**src/hdl/tcprt_pkg.sv**
```systemverilog
// Shared types, codes and reset values for the retransmit timer table.
// Used by every module of the block but tcprt_ram; depends on nothing.
package tcprt_pkg;

  // Default number of connection slots
  localparam int unsigned SlotsDef = 16;
  // Most results reported for one tick
  localparam int unsigned MaxResults = 16;

  // Flag byte bit positions
  localparam int unsigned FlagFin = 0;
  localparam int unsigned FlagSyn = 1;

  // Configuration register indexes
  localparam logic [1:0] CfgRtoInitial = 2'd0;
  localparam logic [1:0] CfgRtoMax     = 2'd1;
  localparam logic [1:0] CfgMaxRetries = 2'd2;

  // Configuration reset values
  localparam logic [15:0] RtoInitialRst = 16'd50;
  localparam logic [15:0] RtoMaxRst     = 16'd3200;
  localparam logic [3:0]  MaxRetriesRst = 4'd5;

  typedef enum logic [1:0] {
    FUNC_ARM    = 2'd0,
    FUNC_ACK    = 2'd1,
    FUNC_TICK   = 2'd2,
    FUNC_CANCEL = 2'd3
  } func_e;

  typedef enum logic [2:0] {
    EV_NOTHING   = 3'd0,
    EV_ARMED     = 3'd1,
    EV_NOT_ARMED = 3'd2,
    EV_ACKED     = 3'd3,
    EV_RESEND    = 3'd4,
    EV_GIVEN_UP  = 3'd5,
    EV_CANCELLED = 3'd6
  } event_e;

  typedef enum logic [1:0] {
    ST_IDLE,
    ST_OP,
    ST_WALK,
    ST_FLUSH
  } state_e;

  typedef struct packed {
    func_e       func;
    logic [3:0]  slot;
    logic [31:0] now_ticks;
    logic [31:0] seq_start;
    logic [15:0] payload_len;
    logic [7:0]  seg_flags;
    logic [31:0] ack_number;
  } in_item_t;

  typedef struct packed {
    logic [3:0]  out_slot;
    event_e      event_res;
    logic [3:0]  attempt;
    logic [15:0] new_rto;
    logic [31:0] resend_seq;
    logic [7:0]  resend_flags;
    logic        last;
  } out_item_t;

  typedef struct packed {
    logic [15:0] rto_initial;
    logic [15:0] rto_max;
    logic [3:0]  max_retries;
  } cfg_t;

  // One slot's entry in the timer memory
  typedef struct packed {
    logic [31:0] start_time;
    logic [15:0] timeout;
    logic [3:0]  retry_count;
    logic [31:0] end_sequence;
    logic [31:0] saved_sequence;
    logic [7:0]  saved_flags;
  } ent_t;

endpackage

```
**src/hdl/tcprt_ram.sv**
```systemverilog
// Generic single-write, single-read memory with registered read data.
// Standalone; no package needed.
module tcprt_ram #(
  parameter int unsigned Width = 8,
  parameter int unsigned Depth = 16
) (
  input  logic                                    clk_i,
  input  logic                                    we_i,
  input  logic [((Depth > 1) ? $clog2(Depth) : 1)-1:0] waddr_i,
  input  logic [Width-1:0]                        wdata_i,
  input  logic                                    re_i,
  input  logic [((Depth > 1) ? $clog2(Depth) : 1)-1:0] raddr_i,
  output logic [Width-1:0]                        rdata_o
);

  logic [Width-1:0] mem [Depth];

  // Write port
  always_ff @(posedge clk_i) begin
    if (we_i) begin
      mem[waddr_i] <= wdata_i;
    end
  end

  // Read port; hold data when no read is issued
  always_ff @(posedge clk_i) begin
    if (re_i) begin
      rdata_o <= mem[raddr_i];
    end
  end

endmodule

```
**src/hdl/tcprt_cfg.sv**
```systemverilog
// Configuration registers of the retransmit timer table.
// Depends on tcprt_pkg for the register indexes and reset values.
module tcprt_cfg (
  input  logic              clk_i,
  input  logic              rst_ni,
  input  logic              cfg_we_i,
  input  logic [1:0]        cfg_idx_i,
  input  logic [15:0]       cfg_wdata_i,
  output tcprt_pkg::cfg_t   cfg_o
);

  tcprt_pkg::cfg_t cfg_q, cfg_d;

  // Decode register writes; unknown indexes are dropped
  always_comb begin
    cfg_d = cfg_q;
    if (cfg_we_i) begin
      case (cfg_idx_i)
        tcprt_pkg::CfgRtoInitial: cfg_d.rto_initial = cfg_wdata_i;
        tcprt_pkg::CfgRtoMax:     cfg_d.rto_max     = cfg_wdata_i;
        tcprt_pkg::CfgMaxRetries: cfg_d.max_retries = cfg_wdata_i[3:0];
        default:                  cfg_d             = cfg_q;
      endcase
    end
  end

  always_ff @(posedge clk_i or negedge rst_ni) begin
    if (!rst_ni) begin
      cfg_q.rto_initial <= tcprt_pkg::RtoInitialRst;
      cfg_q.rto_max     <= tcprt_pkg::RtoMaxRst;
      cfg_q.max_retries <= tcprt_pkg::MaxRetriesRst;
    end else begin
      cfg_q <= cfg_d;
    end
  end

  assign cfg_o = cfg_q;

endmodule

```
**src/hdl/tcprt_engine.sv**
```systemverilog
// Sequencer and read-modify-write datapath of the retransmit timer table.
// Depends on tcprt_pkg; drives the timer memory held in the top level.
module tcprt_engine #(
  parameter int unsigned SLOTS = tcprt_pkg::SlotsDef
) (
  input  logic                                    clk_i,
  input  logic                                    rst_ni,
  input  tcprt_pkg::cfg_t                         cfg_i,
  input  logic                                    in_valid_i,
  output logic                                    in_stall_o,
  input  tcprt_pkg::in_item_t                     in_data_i,
  output logic                                    out_valid_o,
  input  logic                                    out_stall_i,
  output tcprt_pkg::out_item_t                    out_data_o,
  output logic                                    ram_we_o,
  output logic [((SLOTS > 1) ? $clog2(SLOTS) : 1)-1:0] ram_waddr_o,
  output tcprt_pkg::ent_t                         ram_wdata_o,
  output logic                                    ram_re_o,
  output logic [((SLOTS > 1) ? $clog2(SLOTS) : 1)-1:0] ram_raddr_o,
  input  tcprt_pkg::ent_t                         ram_rdata_i
);

  localparam int unsigned IdxW = (SLOTS > 1) ? $clog2(SLOTS) : 1;
  localparam int unsigned CntW = $clog2(SLOTS + 1);
  localparam logic [CntW-1:0] SlotsCnt = CntW'(SLOTS);
  localparam logic [8:0] SlotsLim = 9'(SLOTS);
  localparam int unsigned NW = $clog2(tcprt_pkg::MaxResults + 1);
  localparam logic [NW-1:0] MaxN = NW'(tcprt_pkg::MaxResults);

  tcprt_pkg::state_e    state_q, state_d;
  tcprt_pkg::in_item_t  item_q, item_d;
  logic [SLOTS-1:0]     pend_q, pend_d;
  logic [IdxW-1:0]      proc_idx_q, proc_idx_d;
  logic [CntW-1:0]      rd_cnt_q, rd_cnt_d;
  logic [NW-1:0]        n_q, n_d;
  logic                 held_v_q, held_v_d;
  tcprt_pkg::out_item_t held_q, held_d;
  logic                 out_v_q, out_v_d;
  tcprt_pkg::out_item_t out_q, out_d;

  tcprt_pkg::ent_t      rd;
  tcprt_pkg::ent_t      wr;
  tcprt_pkg::out_item_t res;
  tcprt_pkg::out_item_t ev;
  logic [8:0]           slot9;
  logic [8:0]           proc9;
  logic                 slot_ok;
  logic [IdxW-1:0]      op_idx;
  logic [IdxW-1:0]      cur_idx;
  logic                 cur_pend;
  logic [3:0]           cur_retry;
  logic [15:0]          cur_rto;
  logic                 syn, fin, arm_go;
  logic [31:0]          end_seq;
  logic [15:0]          arm_rto;
  logic                 ack_hit;
  logic [31:0]          elapsed;
  logic                 expired, give_up, report_ok;
  logic [16:0]          dbl;
  logic [15:0]          bo_rto;
  logic [3:0]           retry_inc;
  logic                 out_free, accept, stall_w;

  // Slot decode and per-slot status from the memory read
  always_comb begin
    rd        = ram_rdata_i;
    slot9     = {5'b0, item_q.slot};
    proc9     = 9'(proc_idx_q);
    slot_ok   = slot9 < SlotsLim;
    op_idx    = slot9[IdxW-1:0];
    cur_idx   = (state_q == tcprt_pkg::ST_WALK) ? proc_idx_q : op_idx;
    cur_pend  = pend_q[cur_idx];
    // retry count is only meaningful while the slot is pending
    cur_retry = cur_pend ? rd.retry_count : 4'd0;
    cur_rto   = cur_pend ? rd.timeout : 16'd0;
  end

  // Arm, ack and expiry arithmetic
  always_comb begin
    syn       = item_q.seg_flags[tcprt_pkg::FlagSyn];
    fin       = item_q.seg_flags[tcprt_pkg::FlagFin];
    arm_go    = syn || fin || (item_q.payload_len != 16'd0);
    end_seq   = item_q.seq_start + 32'(item_q.payload_len) + 32'(syn) + 32'(fin);
    arm_rto   = (cur_retry == 4'd0) ? cfg_i.rto_initial : rd.timeout;
    ack_hit   = cur_pend && (item_q.ack_number >= rd.end_sequence);
    elapsed   = item_q.now_ticks - rd.start_time;
    expired   = cur_pend && (elapsed >= 32'(rd.timeout));
    give_up   = cur_retry >= cfg_i.max_retries;
    dbl       = {rd.timeout, 1'b0};
    bo_rto    = (dbl < {1'b0, cfg_i.rto_max}) ? dbl[15:0] : cfg_i.rto_max;
    retry_inc = cur_retry + 4'd1;
    report_ok = expired && (n_q < MaxN);
  end

  assign out_free   = !out_v_q || !out_stall_i;
  assign in_stall_o = (state_q != tcprt_pkg::ST_IDLE);
  assign accept     = in_valid_i && !in_stall_o;
  // a walk step that must push the held event waits for the output register
  assign stall_w    = report_ok && held_v_q && !out_free;

  // Next state, memory access and results
  always_comb begin
    state_d    = state_q;
    item_d     = item_q;
    pend_d     = pend_q;
    proc_idx_d = proc_idx_q;
    rd_cnt_d   = rd_cnt_q;
    n_d        = n_q;
    held_v_d   = held_v_q;
    held_d     = held_q;
    out_v_d    = out_v_q && out_stall_i;
    out_d      = out_q;
    ram_we_o    = 1'b0;
    ram_waddr_o = cur_idx;
    ram_re_o    = 1'b0;
    ram_raddr_o = op_idx;
    wr          = rd;
    res         = '0;
    ev          = '0;

    case (state_q)
      tcprt_pkg::ST_IDLE: begin
        if (accept) begin
          item_d = in_data_i;
          ram_re_o = 1'b1;
          if (in_data_i.func == tcprt_pkg::FUNC_TICK) begin
            // start the walk at slot 0
            ram_raddr_o = '0;
            proc_idx_d  = '0;
            rd_cnt_d    = CntW'(1);
            n_d         = '0;
            held_v_d    = 1'b0;
            state_d     = tcprt_pkg::ST_WALK;
          end else begin
            ram_raddr_o = 9'({5'b0, in_data_i.slot}) < SlotsLim ?
                          IdxW'(in_data_i.slot) : '0;
            state_d     = tcprt_pkg::ST_OP;
          end
        end
      end

      tcprt_pkg::ST_OP: begin
        if (out_free) begin
          res.out_slot = item_q.slot;
          res.last     = 1'b1;
          if (!slot_ok) begin
            res.event_res = tcprt_pkg::EV_NOTHING;
          end else begin
            case (item_q.func)
              tcprt_pkg::FUNC_ARM: begin
                if (arm_go) begin
                  wr.saved_sequence = item_q.seq_start;
                  wr.end_sequence   = end_seq;
                  wr.saved_flags    = item_q.seg_flags;
                  wr.timeout        = arm_rto;
                  wr.start_time     = item_q.now_ticks;
                  wr.retry_count    = cur_retry;
                  ram_we_o          = 1'b1;
                  pend_d[cur_idx]   = 1'b1;
                  res.event_res     = tcprt_pkg::EV_ARMED;
                  res.attempt       = cur_retry;
                  res.new_rto       = arm_rto;
                  res.resend_seq    = item_q.seq_start;
                  res.resend_flags  = item_q.seg_flags;
                end else begin
                  res.event_res = tcprt_pkg::EV_NOT_ARMED;
                  res.attempt   = cur_retry;
                  res.new_rto   = cur_rto;
                end
              end
              tcprt_pkg::FUNC_ACK: begin
                if (ack_hit) begin
                  pend_d[cur_idx] = 1'b0;
                  res.event_res   = tcprt_pkg::EV_ACKED;
                end else begin
                  res.event_res = tcprt_pkg::EV_NOTHING;
                  res.attempt   = cur_retry;
                  res.new_rto   = cur_rto;
                end
              end
              tcprt_pkg::FUNC_CANCEL: begin
                pend_d[cur_idx] = 1'b0;
                res.event_res   = tcprt_pkg::EV_CANCELLED;
              end
              default: begin
                res.event_res = tcprt_pkg::EV_NOTHING;
              end
            endcase
          end
          out_d   = res;
          out_v_d = 1'b1;
          state_d = tcprt_pkg::ST_IDLE;
        end
      end

      tcprt_pkg::ST_WALK: begin
        if (!stall_w) begin
          // handle the slot whose entry was just read
          ev.out_slot = proc9[3:0];
          if (expired) begin
            if (give_up) begin
              pend_d[cur_idx] = 1'b0;
              ev.event_res    = tcprt_pkg::EV_GIVEN_UP;
            end else begin
              wr.retry_count  = retry_inc;
              wr.timeout      = bo_rto;
              wr.start_time   = item_q.now_ticks;
              ram_we_o        = 1'b1;
              ev.event_res    = tcprt_pkg::EV_RESEND;
              ev.attempt      = retry_inc;
              ev.new_rto      = bo_rto;
              ev.resend_seq   = rd.saved_sequence;
              ev.resend_flags = rd.saved_flags;
            end
          end
          // hold the newest event back until we know whether it is the last
          if (report_ok) begin
            n_d      = n_q + NW'(1);
            held_d   = ev;
            held_v_d = 1'b1;
            if (held_v_q) begin
              out_d   = held_q;
              out_v_d = 1'b1;
            end
          end
          // advance to the next slot
          if (rd_cnt_q == SlotsCnt) begin
            state_d = tcprt_pkg::ST_FLUSH;
          end else begin
            ram_re_o    = 1'b1;
            ram_raddr_o = rd_cnt_q[IdxW-1:0];
            proc_idx_d  = rd_cnt_q[IdxW-1:0];
            rd_cnt_d    = rd_cnt_q + CntW'(1);
          end
        end
      end

      tcprt_pkg::ST_FLUSH: begin
        if (out_free) begin
          if (held_v_q) begin
            res = held_q;
          end else begin
            res.event_res = tcprt_pkg::EV_NOTHING;
          end
          res.last = 1'b1;
          out_d    = res;
          out_v_d  = 1'b1;
          held_v_d = 1'b0;
          state_d  = tcprt_pkg::ST_IDLE;
        end
      end

      default: begin
        state_d = tcprt_pkg::ST_IDLE;
      end
    endcase

    ram_wdata_o = wr;
  end

  // Control registers
  always_ff @(posedge clk_i or negedge rst_ni) begin
    if (!rst_ni) begin
      state_q    <= tcprt_pkg::ST_IDLE;
      pend_q     <= '0;
      proc_idx_q <= '0;
      rd_cnt_q   <= '0;
      n_q        <= '0;
      held_v_q   <= 1'b0;
      out_v_q    <= 1'b0;
    end else begin
      state_q    <= state_d;
      pend_q     <= pend_d;
      proc_idx_q <= proc_idx_d;
      rd_cnt_q   <= rd_cnt_d;
      n_q        <= n_d;
      held_v_q   <= held_v_d;
      out_v_q    <= out_v_d;
    end
  end

  // Payload registers
  always_ff @(posedge clk_i) begin
    item_q <= item_d;
    held_q <= held_d;
    out_q  <= out_d;
  end

  assign out_valid_o = out_v_q;
  assign out_data_o  = out_q;

endmodule

```
**src/hdl/tcp_retransmit_timer_table_core.sv**
```systemverilog
// Retransmit timer table: per-slot timers with exponential backoff.
// For an arm, ack or cancel, the accept cycle reads the slot's entry from
// the timer memory; then, once the output register is free, the op state
// modifies it, writes it back and loads the result. A tick walks all SLOTS
// slots through the single memory read port, one slot per cycle unless a
// stalled output holds the walk; a flush state then loads the last result.
// Each tick yields one result per expired slot (at most 16 reported), or
// one "nothing" result. Results leave through an output register, so a
// stalled output only holds the walk when a second event must be pushed
// out. The timer memory needs no clearing after reset: per-slot pending
// bits in flip-flops gate every read of it.
// Depends on tcprt_pkg, tcprt_cfg, tcprt_engine and tcprt_ram.
module tcp_retransmit_timer_table_core #(
  parameter int unsigned SLOTS = tcprt_pkg::SlotsDef
) (
  input  logic                 clk_i,
  input  logic                 rst_ni,
  input  logic                 in_valid_i,
  output logic                 in_stall_o,
  input  tcprt_pkg::in_item_t  in_data_i,
  output logic                 out_valid_o,
  input  logic                 out_stall_i,
  output tcprt_pkg::out_item_t out_data_o,
  input  logic                 cfg_we_i,
  input  logic [1:0]           cfg_idx_i,
  input  logic [15:0]          cfg_wdata_i
);

  localparam int unsigned IdxW = (SLOTS > 1) ? $clog2(SLOTS) : 1;
  localparam int unsigned EntW = $bits(tcprt_pkg::ent_t);

  tcprt_pkg::cfg_t cfg;
  logic            ram_we;
  logic [IdxW-1:0] ram_waddr;
  tcprt_pkg::ent_t ram_wdata;
  logic            ram_re;
  logic [IdxW-1:0] ram_raddr;
  logic [EntW-1:0] ram_rdata;

  // Configuration registers
  tcprt_cfg u_cfg (
    .clk_i       (clk_i),
    .rst_ni      (rst_ni),
    .cfg_we_i    (cfg_we_i),
    .cfg_idx_i   (cfg_idx_i),
    .cfg_wdata_i (cfg_wdata_i),
    .cfg_o       (cfg)
  );

  // Per-slot timer entries
  tcprt_ram #(
    .Width (EntW),
    .Depth (SLOTS)
  ) u_ram (
    .clk_i   (clk_i),
    .we_i    (ram_we),
    .waddr_i (ram_waddr),
    .wdata_i (ram_wdata),
    .re_i    (ram_re),
    .raddr_i (ram_raddr),
    .rdata_o (ram_rdata)
  );

  // Sequencer and datapath
  tcprt_engine #(
    .SLOTS (SLOTS)
  ) u_engine (
    .clk_i       (clk_i),
    .rst_ni      (rst_ni),
    .cfg_i       (cfg),
    .in_valid_i  (in_valid_i),
    .in_stall_o  (in_stall_o),
    .in_data_i   (in_data_i),
    .out_valid_o (out_valid_o),
    .out_stall_i (out_stall_i),
    .out_data_o  (out_data_o),
    .ram_we_o    (ram_we),
    .ram_waddr_o (ram_waddr),
    .ram_wdata_o (ram_wdata),
    .ram_re_o    (ram_re),
    .ram_raddr_o (ram_raddr),
    .ram_rdata_i (tcprt_pkg::ent_t'(ram_rdata))
  );

endmodule

```
**config.mk**
```make
export PLATFORM = sky130hd
export DESIGN_NAME = tcp_retransmit_timer_table_core
export DESIGN_NICKNAME = d
export VERILOG_FILES = /design/src/hdl/tcprt_pkg.sv /design/src/hdl/tcprt_ram.sv /design/src/hdl/tcprt_cfg.sv /design/src/hdl/tcprt_engine.sv /design/src/hdl/tcp_retransmit_timer_table_core.sv
export SDC_FILE = /design/constraint.sdc
export NUM_CORES = 2
export LEC_CHECK = 0
export ABC_AREA = 1
export BUFFER_PORTS_ARGS = -buffer_cell sky130_fd_sc_hd__buf_2
export CAP_MARGIN = 20
export CORE_MARGIN = 2
export CORE_UTILIZATION = 50
export CTS_BUF_LIST = sky130_fd_sc_hd__clkbuf_4 sky130_fd_sc_hd__clkbuf_8
export CTS_CLUSTER_SIZE = 20
export DETAILED_ROUTE_END_ITERATION = 6
export GPL_TIMING_DRIVEN = 0
export PLACE_DENSITY = 0.69
export SYNTH_ARGS = -nofsm -noshare
export SYNTH_HDL_FRONTEND = slang
export SYNTH_SLANG_ARGS = --single-unit
```
**constraint.sdc**
```tcl
create_clock -name clk_i -period 15.35 [get_ports clk_i]
set_clock_uncertainty 0.1 [all_clocks]
set_input_delay 3.07 -clock clk_i [delete_from_list [all_inputs] [get_ports clk_i]]
set_output_delay 3.07 -clock clk_i [all_outputs]
set_load 0.005 [all_outputs]
```
==> metrics.txt <==
status complete, no violations; worst r2r dst u_ram.mem[3][117]; top layer in use met5; vias in the first global route 79540; Die ar. 225800 um2; clk buf depth 4; Clock transition at path regs 0.06 ns; Row Count 172; Layout Utilization 57.46%; die height 475.2 um; slowest CP cell nor2_4; Setup WS pre-CTS 7.611 ns; Setup crit start u_engine.state_q[0]; initial antenna violation count 42; RSZ-0062 raised after global routing no; clk_lat worst skew 1.12 ns; final hold slack 0.3559 ns; Synth Instances 10690; most frequent cells in the layout 2368 x edfxtp_1, 2334 x nand3_1, 2232 x nand2_1, 1719 x inv_1, 551 x buf_2; vias per cell 5.701; # setup viols final 0; FF+latch count, synth 2438; Syn Nets 10980; Initial DRC Count 11060; Reg2Reg Depth 31; GR Util All Layers 30.48%; CP Capture Type flop; Worst path max stage delay 0.66 ns; core area 220200 um2; syn_area_per_cell 10.39 um2; metal1 wirelength 133100 um; fraction of layout cells with a size suffix above 1 12.67%; CP Data Arrival Time 8.50 ns; routed len/inst 23.70 um; Detail Route Antenna Nets 0; ys flop type edfxtp_1; Post-synth EDFFs 2368; DP Wirelength 249600 um; Startpoint Class flop; gr ovfl total 0; WS Path Type flop to flop; CTS Sinks 2438; first-pass GRT wire length 504800 um; Seq/Total Area, Yosys 65.65%; clock tree from TritonCTS done; worst-margin pin slew 1.293 ns; Fmax achieved 127.8 MHz; Final min period 7.827 ns; IO Pins 219; CTS H-Tree Depth 5; Net count, final 11800; max_cap viols 0; largest net degree at the start of global routing 78; met2 WL 156000 um; DRC violation count after routing 0; chip width 475.2 um; Total Wirelength 350400 um; most common cell after layout, fill and taps aside edfxtp_1; Num CTS Buffers 403; CP most frequent cell nand2_1; I/O Buffers 218; Final Max Tran Viols 0; Slew HR 13.82%; Max FO, Critical Path 22; post-CTS setup buffers 0; mapped cell area 111000 um2; YS warnings 0; Worst Setup EP u_ram.mem[3][117]; Req. time, crit path 16.02 ns; final hold vios 0; worst hold path class flop to flop; FF-to-FF Start u_engine.state_q[0]; cts repair resizes 0; Synth async-reset ratio 2.871%; drt pass-1 iters 7; Final Cycle Share 50.99%; hold buffers post-CTS 0; Area Growth Syn to Fin 13.97%; Root Buffer clkbuf_8; vias post-DR 84310; met3 WL 38780 um; r2r setup slk 7.52 ns; final RePlAce weighted congestion 0.9454; setup tns final 0 ns; initial cell density of the core 50.42%; worst setup margin 7.523 ns; Synth cell types 52
==> logic make-up (layout without fill, tap and decap cells) <==
kind of cell | count (synthesis) | in the layout | share of synthesized area, %
buffers and inverters | 2350 | 3464 | 8.403
AO/OA/AOI/OAI | 590 | 590 | 3.038
flip-flops | 2438 | 2438 | 65.65
multiplexers | 2 | 2 | 0.01804
adder cells (fa/ha/maj) | 144 | 144 | 1.643
AND/OR/NAND/NOR | 5133 | 5133 | 21.00
XOR/XNOR | 31 | 31 | 0.2446
other | 0 | 29 | 0
==> Yosys cell counts (all sizes together) (62+ instances only) <==
cell | count | share of area, %
nor2 | 240 | 0.83
clkbuf | 230 | 0.78
o21ai | 249 | 1.1
nand2 | 2232 | 7.5
nand3b | 249 | 1.7
edfxtp | 2368 | 64
dfrtp | 62 | 1.4
a21oi | 153 | 0.69
nand3 | 2335 | 11
ha | 141 | 1.6
buf | 394 | 1.8
inv | 1725 | 5.8
==> critical path, delay by kind of cell, from the launching register on <==
family / cells / cell delay (ns)
buffers and inverters: 13 / 2.85
AND/OR/NAND/NOR: 13 / 2.81
AO/OA/AOI/OAI: 3 / 0.66
adder cells (fa/ha/maj): 2 / 0.60
flip-flops: 1 / 0.38
==> per-stage QoR <==
step	instance area, um2	instances
after floorplan	111000	10690
after global placement	115800	13860
after detailed placement	118900	14050
after CTS	126400	14750
after global routing	126500	14770
final	126500	14790
==> worst min path at each step <==
stage | start | end | depth (start not counted)
finish | u_engine.proc_idx_q[3] | u_engine.held_q[67] | 0
global route | u_engine.proc_idx_q[3] | u_engine.held_q[67] | 0
CTS | u_engine.proc_idx_q[3] | u_engine.held_q[67] | 0
detailed placement | u_engine.proc_idx_q[0] | u_engine.held_q[64] | 0
global placement | u_engine.proc_idx_q[0] | u_engine.held_q[64] | 0
floorplan | u_engine.proc_idx_q[0] | u_engine.held_q[64] | 0
==> registers in the layout, summed over array words and instances (netlist names), named ones only <==
signal	count
u_ram.mem	1984
u_engine.n_q	5
u_engine.held_v_q	1
u_engine.item_q	121
u_ram.rdata_o	124
u_engine.fin	1
u_engine.op_idx	4
u_engine.proc_idx_q	4
u_cfg.cfg_o	36
u_engine.rd_cnt_q	5
u_engine.out_data_o	68
u_engine.state_q	2
u_engine.out_valid_o	1
u_engine.held_q	66
==> metal layers <==
layer,global-route usage [%],up-vias
met2,46.57,5003
met4,18.31,12
met3,6.337,970
li1,-,37840
met5,0,-
met1,40.23,40490
==> area by class of cell <==
cell class / count / area (um2)
multi-input combinational: 5900 / 29200
clock inverter: 149 / 788.3
inverter: 1726 / 6484
sequential: 2438 / 72870
antenna: 29 / 72.57
buffer: 624 / 2863
fill: 18190 / 93640
tap: 2958 / 3701
timing repair buffer: 414 / 3834
clock buffer: 551 / 6701
Power is left out: the tool's default activity adds up to more than one toggle a clock period on the data nets, which glitch-free logic cannot reach.
